==> src/rtl/chsw_pkg.sv <==
// Shared types and constants of the chunk header stream walker.
`default_nettype none

package chsw_pkg;

    localparam int HEADER_BYTES = 12;
    localparam logic [3:0] HDR_LAST_IDX = 4'(HEADER_BYTES - 1);

    localparam logic OP_START = 1'b0;
    localparam logic OP_DATA  = 1'b1;

    localparam logic [1:0] KIND_RECORD = 2'd0;
    localparam logic [1:0] KIND_END    = 2'd1;
    localparam logic [1:0] KIND_ERROR  = 2'd2;

    localparam logic [1:0] ERR_TOO_SMALL = 2'd0;
    localparam logic [1:0] ERR_TRUNC_HDR = 2'd1;
    localparam logic [1:0] ERR_OVERRUN   = 2'd2;

    localparam logic [1:0] MODE_ALL  = 2'd0;
    localparam logic [1:0] MODE_ROOT = 2'd1;
    localparam logic [1:0] MODE_FIND = 2'd2;

    localparam logic [1:0] CFG_REGION_SIZE = 2'd0;
    localparam logic [1:0] CFG_WALK_MODE   = 2'd1;
    localparam logic [1:0] CFG_MATCH_TYPE  = 2'd2;

    typedef enum logic [1:0] {
        PH_IDLE,
        PH_HEADER,
        PH_PAYLOAD,
        PH_DONE
    } t_phase;

    typedef struct packed {
        logic       op;
        logic [7:0] data_byte;
    } t_in_item;

    typedef struct packed {
        logic [1:0]  kind;
        logic [31:0] chunk_type;
        logic [31:0] payload_size;
        logic [31:0] format_version;
        logic [31:0] payload_offset;
        logic [1:0]  error_code;
        logic        last;
    } t_out_item;

    typedef struct packed {
        logic      two;
        t_out_item res_a;
        t_out_item res_b;
    } t_entry;

endpackage

`default_nettype wire

==> src/rtl/chsw_front.sv <==
// Front part: walks the byte stream and classifies each item into its results.
`default_nettype none

module chsw_front
    import chsw_pkg::*;
(
    input  wire logic        i_clk,
    input  wire logic        i_rst_n,
    input  wire logic        i_accept,
    input  wire t_in_item    i_item,
    input  wire logic [31:0] i_region_size,
    input  wire logic [1:0]  i_walk_mode,
    input  wire logic [31:0] i_match_type,
    output logic             o_q_push,
    output t_entry           o_q_entry
);

    t_phase      r_phase, n_phase;
    logic [31:0] r_position, n_position;
    logic [3:0]  r_hdr_idx, n_hdr_idx;
    logic [31:0] r_type, n_type;
    logic [31:0] r_size, n_size;
    logic [31:0] r_version, n_version;
    logic [31:0] r_left, n_left;

    logic [31:0] pos_inc;
    logic [31:0] bnd_pos;
    logic        bnd_end;
    logic        bnd_short;
    logic        overrun;
    logic        hit;
    logic [31:0] byte_sh;
    logic [31:0] ver_merged;
    logic [1:0]  cnt;
    logic        run_bnd;
    t_out_item   res_v [2];
    t_out_item   res_end;
    t_out_item   rec;

    function automatic t_out_item f_error(input logic [1:0] code);
        t_out_item r;
        r = '0;
        r.kind = KIND_ERROR;
        r.error_code = code;
        return r;
    endfunction

    assign pos_inc    = r_position + 32'd1;
    assign bnd_pos    = (i_item.op == OP_START) ? 32'd0 : pos_inc;
    assign bnd_end    = bnd_pos >= i_region_size;
    assign bnd_short  = ({1'b0, bnd_pos} + 33'(HEADER_BYTES)) > {1'b0, i_region_size};
    assign overrun    = ({1'b0, pos_inc} + {1'b0, r_size}) > {1'b0, i_region_size};
    assign hit        = (i_walk_mode != MODE_FIND) || (r_type == i_match_type);
    assign byte_sh    = {24'd0, i_item.data_byte} << {r_hdr_idx[1:0], 3'b000};
    assign ver_merged = r_version | byte_sh;

    always_comb begin
        res_end = '0;
        res_end.kind = KIND_END;
        rec = '0;
        rec.kind = KIND_RECORD;
        rec.chunk_type = r_type;
        rec.payload_size = r_size;
        rec.format_version = ver_merged;
        rec.payload_offset = pos_inc;
    end

    always_comb begin
        n_phase    = r_phase;
        n_position = r_position;
        n_hdr_idx  = r_hdr_idx;
        n_type     = r_type;
        n_size     = r_size;
        n_version  = r_version;
        n_left     = r_left;
        res_v[0]   = '0;
        res_v[1]   = '0;
        cnt        = 2'd0;
        run_bnd    = 1'b0;
        if (i_accept) begin
            if (i_item.op == OP_START) begin
                n_position = '0;
                n_left     = '0;
                n_phase    = PH_HEADER;
                n_hdr_idx  = '0;
                n_type     = '0;
                n_size     = '0;
                n_version  = '0;
                if (i_walk_mode == MODE_ROOT) begin
                    if (i_region_size < 32'(HEADER_BYTES)) begin
                        n_phase  = PH_DONE;
                        res_v[0] = f_error(ERR_TOO_SMALL);
                        cnt      = 2'd1;
                    end
                end else begin
                    run_bnd = 1'b1;
                end
            end else begin
                unique case (r_phase)
                    PH_HEADER: begin
                        n_position = pos_inc;
                        n_hdr_idx  = r_hdr_idx + 4'd1;
                        unique case (r_hdr_idx[3:2])
                            2'b00:   n_type    = r_type | byte_sh;
                            2'b01:   n_size    = r_size | byte_sh;
                            default: n_version = ver_merged;
                        endcase
                        if (r_hdr_idx == HDR_LAST_IDX) begin
                            if (overrun) begin
                                n_phase  = PH_DONE;
                                res_v[0] = (i_walk_mode == MODE_FIND) ? res_end
                                                                      : f_error(ERR_OVERRUN);
                                cnt      = 2'd1;
                            end else begin
                                if (hit) begin
                                    res_v[0] = rec;
                                    cnt      = 2'd1;
                                end
                                if (i_walk_mode == MODE_ROOT ||
                                    (i_walk_mode == MODE_FIND && hit)) begin
                                    n_phase         = PH_DONE;
                                    res_v[cnt[0]]   = res_end;
                                    cnt             = cnt + 2'd1;
                                end else begin
                                    n_left = r_size;
                                    if (r_size == 32'd0) begin
                                        run_bnd = 1'b1;
                                    end else begin
                                        n_phase = PH_PAYLOAD;
                                    end
                                end
                            end
                        end
                    end
                    PH_PAYLOAD: begin
                        n_position = pos_inc;
                        n_left     = r_left - 32'd1;
                        if (r_left == 32'd1) begin
                            run_bnd = 1'b1;
                        end
                    end
                    default: begin
                    end
                endcase
            end
            if (run_bnd) begin
                if (bnd_end) begin
                    n_phase       = PH_DONE;
                    res_v[cnt[0]] = res_end;
                    cnt           = cnt + 2'd1;
                end else if (bnd_short) begin
                    n_phase       = PH_DONE;
                    res_v[cnt[0]] = (i_walk_mode == MODE_FIND) ? res_end
                                                               : f_error(ERR_TRUNC_HDR);
                    cnt           = cnt + 2'd1;
                end else begin
                    n_phase   = PH_HEADER;
                    n_hdr_idx = '0;
                    n_type    = '0;
                    n_size    = '0;
                    n_version = '0;
                end
            end
        end
    end

    assign o_q_push        = cnt != 2'd0;
    assign o_q_entry.two   = cnt[1];
    assign o_q_entry.res_a = res_v[0];
    assign o_q_entry.res_b = res_v[1];

    always_ff @(posedge i_clk) begin
        if (!i_rst_n) begin
            r_phase    <= PH_IDLE;
            r_position <= '0;
            r_hdr_idx  <= '0;
            r_type     <= '0;
            r_size     <= '0;
            r_version  <= '0;
            r_left     <= '0;
        end else begin
            r_phase    <= n_phase;
            r_position <= n_position;
            r_hdr_idx  <= n_hdr_idx;
            r_type     <= n_type;
            r_size     <= n_size;
            r_version  <= n_version;
            r_left     <= n_left;
        end
    end

endmodule

`default_nettype wire

==> src/rtl/chsw_back.sv <==
// Back part: result queue that hands out each entry as one or two beats.
`default_nettype none

module chsw_back
    import chsw_pkg::*;
#(
    parameter int DEPTH = 4
) (
    input  wire logic   i_clk,
    input  wire logic   i_rst_n,
    input  wire logic   i_push,
    input  wire t_entry i_entry,
    output logic        o_full,
    output logic        o_empty,
    input  wire logic   i_pop,
    output t_out_item   o_result
);

    localparam int PTR_W = (DEPTH > 1) ? $clog2(DEPTH) : 1;
    localparam int CNT_W = $clog2(DEPTH + 1);

    t_entry           r_mem [DEPTH];
    logic [PTR_W-1:0] r_wr_ptr;
    logic [PTR_W-1:0] r_rd_ptr;
    logic [CNT_W-1:0] r_count;
    logic             r_sub;

    t_entry head;
    logic   pop_ok;
    logic   deq;

    assign head    = r_mem[r_rd_ptr];
    assign o_full  = r_count == CNT_W'(DEPTH);
    assign o_empty = r_count == '0;
    assign pop_ok  = i_pop && !o_empty;
    assign deq     = pop_ok && (r_sub || !head.two);

    always_comb begin
        o_result      = r_sub ? head.res_b : head.res_a;
        o_result.last = r_sub || !head.two;
    end

    always_ff @(posedge i_clk) begin
        if (i_push) begin
            r_mem[r_wr_ptr] <= i_entry;
        end
    end

    always_ff @(posedge i_clk) begin
        if (!i_rst_n) begin
            r_wr_ptr <= '0;
            r_rd_ptr <= '0;
            r_count  <= '0;
            r_sub    <= 1'b0;
        end else begin
            if (i_push) begin
                r_wr_ptr <= (r_wr_ptr == PTR_W'(DEPTH - 1)) ? '0 : r_wr_ptr + 1'b1;
            end
            if (deq) begin
                r_rd_ptr <= (r_rd_ptr == PTR_W'(DEPTH - 1)) ? '0 : r_rd_ptr + 1'b1;
            end
            r_count <= r_count + CNT_W'(i_push) - CNT_W'(deq);
            if (pop_ok) begin
                r_sub <= !deq;
            end
        end
    end

endmodule

`default_nettype wire

==> src/rtl/chunk_header_stream_walker_unit.sv <==
// An item's results are written into the result queue when it is taken; o_result shows the queue head.
// One item per cycle while the queue is not full; an item with two results is handed out as two beats.
// The result queue holds QUEUE_DEPTH entries of one or two beats each; full follows it.
// Reset is synchronous and active low: walk goes idle, the queue empties,
// and all configuration registers clear to zero.
`default_nettype none

module chunk_header_stream_walker_unit
    import chsw_pkg::*;
#(
    parameter int QUEUE_DEPTH = 4
) (
    input  wire logic        i_clk,
    input  wire logic        i_rst_n,
    input  wire logic        push,
    output logic             full,
    input  wire t_in_item    i_item,
    output logic             empty,
    input  wire logic        pop,
    output t_out_item        o_result,
    input  wire logic        i_cfg_valid,
    output logic             o_cfg_ready,
    input  wire logic [1:0]  i_cfg_index,
    input  wire logic [31:0] i_cfg_data
);

    logic [31:0] r_region_size;
    logic [1:0]  r_walk_mode;
    logic [31:0] r_match_type;

    logic   accept;
    logic   q_push;
    t_entry q_entry;

    assign o_cfg_ready = 1'b1;
    assign accept      = push && !full;

    always_ff @(posedge i_clk) begin
        if (!i_rst_n) begin
            r_region_size <= '0;
            r_walk_mode   <= '0;
            r_match_type  <= '0;
        end else if (i_cfg_valid && o_cfg_ready) begin
            unique case (i_cfg_index)
                CFG_REGION_SIZE: r_region_size <= i_cfg_data;
                CFG_WALK_MODE:   r_walk_mode   <= i_cfg_data[1:0];
                CFG_MATCH_TYPE:  r_match_type  <= i_cfg_data;
                default: begin
                end
            endcase
        end
    end

    chsw_front u_front (
        .i_clk         (i_clk),
        .i_rst_n       (i_rst_n),
        .i_accept      (accept),
        .i_item        (i_item),
        .i_region_size (r_region_size),
        .i_walk_mode   (r_walk_mode),
        .i_match_type  (r_match_type),
        .o_q_push      (q_push),
        .o_q_entry     (q_entry)
    );

    chsw_back #(
        .DEPTH (QUEUE_DEPTH)
    ) u_back (
        .i_clk    (i_clk),
        .i_rst_n  (i_rst_n),
        .i_push   (q_push),
        .i_entry  (q_entry),
        .o_full   (full),
        .o_empty  (empty),
        .i_pop    (pop),
        .o_result (o_result)
    );

    // A beat that is not the last of its item is always a chunk record.
    a_first_of_two_is_record: assert property (@(posedge i_clk) disable iff (!i_rst_n)
        (!empty && !o_result.last) |-> (o_result.kind == KIND_RECORD))
        else $error("non-last beat is not a chunk record");

    // Taking a non-last beat leaves its partner waiting.
    a_second_beat_follows: assert property (@(posedge i_clk) disable iff (!i_rst_n)
        (pop && !empty && !o_result.last) |=> !empty)
        else $error("second beat missing after first beat");

    // The partner of a record is an end or an error, never another record.
    a_second_not_record: assert property (@(posedge i_clk) disable iff (!i_rst_n)
        (pop && !empty && !o_result.last) |=> (o_result.kind != KIND_RECORD))
        else $error("second beat of an item is a chunk record");

endmodule

`default_nettype wire
==> config.mk <==
export PLATFORM = sky130hd
export DESIGN_NAME = chunk_header_stream_walker_unit
export DESIGN_NICKNAME = d
export VERILOG_FILES = /design/src/rtl/chsw_pkg.sv /design/src/rtl/chsw_front.sv /design/src/rtl/chsw_back.sv /design/src/rtl/chunk_header_stream_walker_unit.sv
export SDC_FILE = /design/constraint.sdc
export NUM_CORES = 1
export LEC_CHECK = 0
export BUFFER_PORTS_ARGS = -buffer_cell sky130_fd_sc_hd__buf_2
export CORE_MARGIN = 5
export CORE_UTILIZATION = 29
export CTS_CLUSTER_SIZE = 20
export DETAILED_ROUTE_END_ITERATION = 8
export PLACE_DENSITY = 0.49
export REMOVE_ABC_BUFFERS = 1
export SLEW_MARGIN = 20
export SYNTH_ARGS = -nofsm -noshare
export SYNTH_HDL_FRONTEND = slang
export SYNTH_HIERARCHICAL = 1
export SYNTH_SLANG_ARGS = --single-unit
==> constraint.sdc <==
create_clock -name i_clk -period 14 [get_ports i_clk]
set_input_delay 0.7 -clock i_clk [delete_from_list [all_inputs] [get_ports i_clk]]
set_output_delay 0.7 -clock i_clk [all_outputs]
set_load 0.02 [all_outputs]
==> results of run 1 <==
==> stage by stage <==
| stage | power [mW] | util | cell area [sq um] | std cells |
|---|---|---|---|---|
| floorplan | 5.818 | - | 56700 | 3695 |
| global placement | 6.152 | 0.3071 | 61450 | 6573 |
| detailed placement | 6.151 | 0.3071 | 61450 | 6573 |
| CTS | 9.951 | 0.3307 | 66170 | 6842 |
| global route | 10.21 | 0.3307 | 66170 | 6842 |
| finish | 9.762 | 0.3308 | 66180 | 6845 |
==> worst min-delay path: stages <==
cell	delay, ps
sky130_fd_sc_hd__buf_2	130
sky130_fd_sc_hd__nand2_1	90
sky130_fd_sc_hd__mux2i_1	70
==> metal layers <==
layer  global-route usage  share of wire  vias up
li1                     -              -    15070
met1               0.1878           0.45    16480
met4              0.04986          0.034        0
met3              0.02163          0.042      231
met2               0.2276           0.48      710
met5                    0              0        -
==> state kept, by name, summed over array words and instances, names as in the netlist, named ones only <==
signal,flops
u_back/r_rd_ptr,2
u_front/r_version,32
u_back/r_sub,1
u_front/r_phase,2
u_front/r_left,32
u_front/r_position,32
r_region_size,32
u_back/r_mem,1060
u_front/r_type,32
u_back/r_wr_ptr,2
r_walk_mode,2
r_match_type,32
u_front/r_size,32
u_front/r_hdr_idx,4
u_back/r_count,3
==> cell type report <==
class                   count  area share
flip-flops and latches   1302      0.5544
multi-input cells        2280      0.2971
clock buffers             189     0.05888
well taps                2656     0.05022
repair buffers            222     0.02042
clock inverters            80     0.01244
inverters                 113    0.006410
diodes                      3   0.0001134
==> worst max-delay path by stage <==
stage                                             startpoint                             end  slack [ps]  depth (start not counted)
final                     u_front/r_position[0]$_SDFFE_PN0P_   u_back/r_mem[2][95]$_DFFE_PP_        4070                         30
after global routing      u_front/r_position[0]$_SDFFE_PN0P_  u_back/r_mem[2][237]$_DFFE_PP_        3370                         30
after CTS                 u_front/r_position[0]$_SDFFE_PN0P_  u_back/r_mem[2][225]$_DFFE_PP_        4200                         30
after detailed placement  u_front/r_position[0]$_SDFFE_PN0P_   u_back/r_mem[2][91]$_DFFE_PP_        4220                         30
after global placement    u_front/r_position[0]$_SDFFE_PN0P_   u_back/r_mem[2][91]$_DFFE_PP_        4280                         30
after floorplan           u_front/r_position[8]$_SDFFE_PN0P_  u_front/r_size[0]$_SDFFE_PN0P_        -690                         26
==> power breakdown <==
part / switching [mW] / internal (mW) / total [mW]
clock: 1.56 / 2.19 / 3.75
sequential: 0.0692 / 4.28 / 4.35
combinational: 0.961 / 0.695 / 1.66
total: 2.60 / 7.17 / 9.76
==> results.txt, run 1 <==
The TritonCTS buffer count came out at 146. The layout overhead on the synthesized area came out at 13.41%. The number of hold violations in the final report is 0. The number of DRC violations after detailed routing is 0. The tool flagged a number of max-cap violations equal to 0.

The setup TNS after final layout came out at 0 ps. The top-level port count is 184. The H-tree generated during clock tree synthesis spans 4 levels. The area occupied by multi-input gates is 19660 sq um.

The net count reported at finish came out at 4264. Routability-driven placement finished with a final weighted congestion of 0.8487. The gate count after technology mapping came out at 3896. TritonCTS built the clock tree.

The total setup violations reported at the end of the flow is 0. The placeable core region came out at 200100 sq um. Data on the critical path arrives at its endpoint at 10320 ps. The number of setup buffers added after CTS is 0.

The via-per-instance ratio is 4.746. The depth of the worst hold-timing path is 3. The logic depth of the worst register-to-register path came out at 30. The number of fill cells in the layout came out at 19500.

The global-route wire length before repair came out at 220400 um. After legalization and detailed placement, the total HPWL measured 98090 um. The clock latency on the worst-skew pair came out at 780 ps. The worst IR drop on VDD is 0.09645 mV. Setup repair after global routing left no endpoint under its margin. The overall fraction of global-route tracks in use came out at 0.1390.

The total grt overflow is 0. The initial utilization of the core area, before any placement, comes to 0.2917. The critical path is of the reg2reg type. After clock tree synthesis, the clock-pin slew on the worst setup and hold paths is 60 ps. The maximum number of buffers from clock root to sink came out at 3.

After synthesis, the mean cell area works out to 14.98 sq um. In this run the tightest slew margin relative to its limit is 0.3021. Gates resized during post-CTS repair numbered 0. The length of the first detailed-routing pass in iterations came out at 5. In the final layout, flip-flops and latches occupy 36690 sq um. The startpoint identified for the worst register-to-register timing path is u_front/r_position[0]$_SDFFE_PN0P_. Dividing the detail-routed wire length by the instance count gives 21.71 um. The die span in x came out at 458.6 um. In this run the clock root is driven by a sky130_fd_sc_hd__clkbuf_16. The die boundary height is 458.6 um. Setup slack on the critical path of the routed design comes to 4067 ps. The minimum period implied by the final worst setup slack is 9933 ps. The endpoint identified for the worst register-to-register timing path is u_back/r_mem[2][95]$_DFFE_PP_. The count of buffer and inverter cells on the critical path came out at 4.

The most frequent standard cell in the layout excluding fill and tap cells is sky130_fd_sc_hd__edfxtp_1. On the critical path, the stage with the largest delay is an instance of sky130_fd_sc_hd__and2_4. The critical path required time is 14390 ps. The total leakage power is 23.13 nW.

In this run the worst path has a maximum fanout of 118. The number of antenna violations at the first check in global routing came to 11. The power per cell area is 147.5 nW/um^2. Clock skew on the completed layout was measured at 33.18 ps.

The post-placement setup slack is 4224 ps. The worst-case register-to-register setup slack is 4070 ps. The Yosys step of the flow raised 6 warnings. The worst hold path terminates at r_region_size[9]$_SDFFE_PN0P_.

The cell type group with the largest total delay on the critical path is simple AND/OR/NAND/NOR gates. Of the cells placed in the final design, the portion with a size suffix greater than 1 is 0.2071. The detail route stage leaves a number of antenna-violating nets equal to 0.

The total number of vias came out at 32480. The post-detailed-routing wire length came out at 148600 um. The worst hold path begins at i_cfg_data[9]. The critical path endpoint category is a flop. The quantity of I/O buffers inserted on ports is 182. The largest stage delay on the critical path came out at 850 ps. The number of sinks handled by clock tree synthesis came out at 1302. The summed instance area of the synthesized netlist is 58350 sq um. The ratio of final minimum period to clock period came out at 0.7095.

The worst hold slack came out at 268.9 ps. The via count of the first global-routing pass came to 32910. The most numerous cell type found on the critical path is sky130_fd_sc_hd__nor2_1.

In this run the worst hold path is classified as in2reg. The number of rows created at floorplan came out at 164. The maximum number of pins on one net before global-route repair came out at 147. Leaving out fill and tap cells, the most frequent cells in the layout are sky130_fd_sc_hd__edfxtp_1 (1060), sky130_fd_sc_hd__nand2_1 (293), sky130_fd_sc_hd__mux4_2 (265). The worst setup path is launched from a flop. The highest clock rate is 100.7 MHz. The number of buffers inserted for hold repair after clock tree synthesis is 0. The area of the die came out at 210300 sq um.

The run finished with clean final reports. The number of slew-limit violations in the final report came out at 0. In this run, the number of DRC markers left after iteration 0 of detailed routing was 2189.

The actual slew at the worst max-slew pin is 1039 ps.
Note: power is estimated with default switching activity, not from simulation.
==> run 2: changes to the inputs <==
--- a/config.mk
+++ b/config.mk
@@ -10,7 +10,7 @@
 export CORE_UTILIZATION = 29
 export CTS_CLUSTER_SIZE = 20
 export DETAILED_ROUTE_END_ITERATION = 8
-export PLACE_DENSITY = 0.49
+export PLACE_DENSITY = 0.51
 export REMOVE_ABC_BUFFERS = 1
 export SLEW_MARGIN = 20
 export SYNTH_ARGS = -nofsm -noshare
==> constraint.sdc (replaced) <==
create_clock -name i_clk -period 8.2 [get_ports i_clk]
set_input_delay 0.41 -clock i_clk [delete_from_list [all_inputs] [get_ports i_clk]]
set_output_delay 0.41 -clock i_clk [all_outputs]
set_load 0.02 [all_outputs]
==> run 2 against run 1 <==
Net effect: final cell count is 1.8% higher; hold slack worse by 220 ps; first-iteration DRC count is 7.2% higher; fmax is 28% higher; critical path depth is 1 higher; die area stayed put; sequential power is 71% higher.
==> results.txt, run 2 (synthesis gave the netlist of run 1 again) <==
The share of final-layout standard cells stronger than drive strength 1 came to 0.2264 (+0.01923). The proportion of power drawn by combinational gates is 0.174 (+0.004). The number of max-cap violations is 0 (unchanged). The sum of internal, switching and leakage power came to 16.60 mW (+70%).

The ratio of final minimum period to clock period was 0.9449 (+0.2354). STA classifies the critical path endpoint as a flop. The die boundary height came out at 458.6 um (unchanged). The global-route wire length before repair came out at 228500 um (+3.7%).

The worst-case clock skew was 46.78 ps (+13.61 ps). The total leakage power came out at 23.81 nW (+2.9%). The violation count after the first detailed-routing iteration is 2347 (+7.2%). The initial cell density of the core came to 0.2917 (unchanged). The net count reported at finish is 4388 (+2.9%).

The count of buffer and inverter cells on the critical path is 6 (+2). The library cell used most frequently in the layout, excluding fill and tap cells, is sky130_fd_sc_hd__edfxtp_1. The TritonCTS buffer count is 143 (-2.1%). The number of hold violations in the final report is 0 (unchanged). The wire length per cell is 22.46 um (+3.4%). The remaining antenna violation count after routing came to 0 (unchanged). The clock latency on the worst-skew pair is 780 ps (about the same).

The via-per-instance ratio came out at 4.783 (+0.79%). The arrival time at the worst endpoint is 8250 ps (-2070 ps). The minimum period implied by the final worst setup slack came out at 7748 ps (-2185 ps). The setup TNS after final layout is 0 ps (unchanged). The top-level port count came to 184 (unchanged). The overall fraction of global-route tracks in use is 0.1445 (+0.005514). The area of the die came out at 210300 sq um (unchanged). The post-detailed-placement half-perimeter wirelength was 107600 um (+9.7%). The normalized max-slew margin is 0.2462 (-0.05593). The worst hold slack is 51.48 ps (-217.4 ps). Setup repair after global routing left no endpoint under its margin.

The maximum number of buffers from clock root to sink came out at 3 (unchanged). The highest clock rate came out at 129.1 MHz (+28%). The deepest level of the CTS H-tree came out at 4 (unchanged). The number of antenna violations at the first check in global routing was 14 (+3).

The cell type group with the largest total delay on the critical path is simple AND/OR/NAND/NOR gates. The total grt overflow is 0 (unchanged). In the layout the commonest cells are sky130_fd_sc_hd__edfxtp_1 (1060), sky130_fd_sc_hd__nand2_1 (294), sky130_fd_sc_hd__mux4_2 (265). The placeable core region was 200100 sq um (unchanged). The worst IR drop on VDD came out at 0.1750 mV (+81%). Clock tree synthesis selected as its root buffer the cell sky130_fd_sc_hd__clkbuf_16. The number of fill cells in the layout came out at 19430 (-0.38%). The total number of vias was 33320 (+2.6%). The quantity of I/O buffers inserted on ports came to 182 (unchanged). The total setup violations reported at the end of the flow came to 0 (unchanged). The largest stage delay on the critical path came to 450 ps (-400 ps). The critical path required time came out at 8700 ps (-5690 ps). The power per cell area was 246.3 nW/um^2 (+67%). The cell internal power dissipation is 12.19 mW (+70%).

In this design, the critical path's most frequently occurring cell is sky130_fd_sc_hd__buf_4. The register containing the most flip-flops in the final layout is u_back/r_mem. The class of the tightest hold or removal check is in2reg. The run finished with clean final reports. The layout overhead on the synthesized area came out at 15.49%.

The number of slew-limit violations in the final report is 0 (unchanged). The share of total power in sequential cells came out at 0.448 (+0.002). The maximum net fanout on the critical path is 12 (-90%). The length of the first detailed-routing pass in iterations came to 6 (+1).

The number of rows created at floorplan is 164 (unchanged). The switching power total came out at 4.416 mW (+70%). The clock tree from TritonCTS is built. The switching portion of total power is 0.2660 (about the same). The final weighted congestion in routability-driven placement is 0.8431 (-0.66%). The number of sinks handled by clock tree synthesis is 1302 (unchanged). STA classifies the critical path startpoint as a flop.

The number of flip-flops in the largest register came to 1060 (unchanged). The largest individual stage delay along the critical path comes from the cell sky130_fd_sc_hd__a311oi_1. The via count of the first global-routing pass is 33560 (+2.0%).

The part of the power in the clock network came out at 0.378 (-0.006). The critical path in this run is classified as reg2reg. The die span in x came out at 458.6 um (unchanged). The number of DRC violations after detailed routing is 0 (unchanged).

The actual slew at the worst max-slew pin is 1122 ps (+83.25 ps). The maximum number of pins on one net before global-route repair is 123 (-16%). The post-detailed-routing wire length is 156400 um (+5.3%).

The clock-pin transition on the worst setup and hold timing paths came out at 60 ps (about the same).
run 2: changes by cell type in the layout (fill, tap and decap cells not counted), moves of 3 or more:
cell | previous run | this run
sky130_fd_sc_hd__diode_2 | 3 | 7
sky130_fd_sc_hd__dfxtp_1 | 239 | 236
sky130_fd_sc_hd__clkbuf_8 | 6 | 3
sky130_fd_sc_hd__dlygate4sd3_1 | 0 | 16
sky130_fd_sc_hd__clkbuf_1 | 36 | 28
sky130_fd_sc_hd__clkinv_1 | 31 | 38
sky130_fd_sc_hd__buf_4 | 30 | 110
sky130_fd_sc_hd__clkinvlp_4 | 5 | 1
sky130_fd_sc_hd__dfxtp_2 | 0 | 3
sky130_fd_sc_hd__buf_12 | 11 | 38
run 2: worst reg2reg max path: cells and delay by family, from the launching register on:
family                     cells  cell delay, ps
and+or+nand+nor               10            2330
AOI/OAI and AO/OA             10            2260
buffers and inverters          6            1190
adders and majority gates      3             730
xor gates and xnor gates       2             580
DFF                            1             390
run 2: timing repair:
item                                    4_1_cts  5_1_grt
buffers inserted                              0        3
resized for setup                             0       11
endpoints found under the setup margin        0     1033
endpoints found under the hold margin        32        0
hold buffers                                 16        0
run 2: final cells by class:
| cell class | count | area, sq um | share of cell area |
|---|---|---|---|
| clock buffers | 178 | 3825 | 0.05676 |
| clock inverters | 81 | 742.0 | 0.01101 |
| inverters | 113 | 424.2 | 0.006294 |
| diodes | 7 | 17.52 | 0.0002599 |
| multi-input cells | 2283 | 19710 | 0.2924 |
| repair buffers | 346 | 2664 | 0.03953 |
| flip-flops and latches | 1302 | 36690 | 0.5444 |
| well taps | 2656 | 3323 | 0.04931 |
run 2: path summary, 6_finish.rpt:
path                                       from                                 to  slack (ps)  depth (start not counted)
max          u_front/r_position[8]$_SDFFE_PN0P_     u_back/r_mem[1][137]$_DFFE_PP_         450                         31
min                              i_cfg_data[18]      r_match_type[18]$_SDFFE_PN0P_          50                          3
max reg2reg  u_front/r_position[8]$_SDFFE_PN0P_     u_back/r_mem[1][137]$_DFFE_PP_         450                         31
min reg2reg   u_front/r_version[7]$_SDFFE_PN0P_  u_front/r_version[7]$_SDFFE_PN0P_         470                          1
run 2: layer usage:
| metal | GRT usage | vias to the layer above | share of wire |
|---|---|---|---|
| li1 | - | 15320 | - |
| met1 | 0.1986 | 17010 | 0.45 |
| met2 | 0.2352 | 774 | 0.47 |
| met3 | 0.02257 | 220 | 0.044 |
| met4 | 0.04634 | 0 | 0.031 |
| met5 | 0 | - | 0 |
run 2: per-stage QoR:
stage               utilization  std cells  cell area (sq um)  worst slack (ps)
CTS                      0.3364       6953              67300             257.5
floorplan                     -       3695              56700             -6494
finish                   0.3369       6966              67390             451.5
global route             0.3368       6961              67380             22.88
detailed placement       0.3128       6678              62570             308.0
global placement         0.3128       6678              62570             237.3
run 2: power by group through the flow:
| stage | Combinational, mW | Clock (mW) | Sequential [mW] |
|---|---|---|---|
| global route | 3.13 | 6.76 | 7.46 |
| finish | 2.89 | 6.27 | 7.44 |
| global placement | 2.97 | 0 | 7.58 |
| CTS | 2.98 | 6.46 | 7.45 |
| floorplan | 2.15 | 0 | 7.78 |
| detailed placement | 2.96 | 0 | 7.58 |
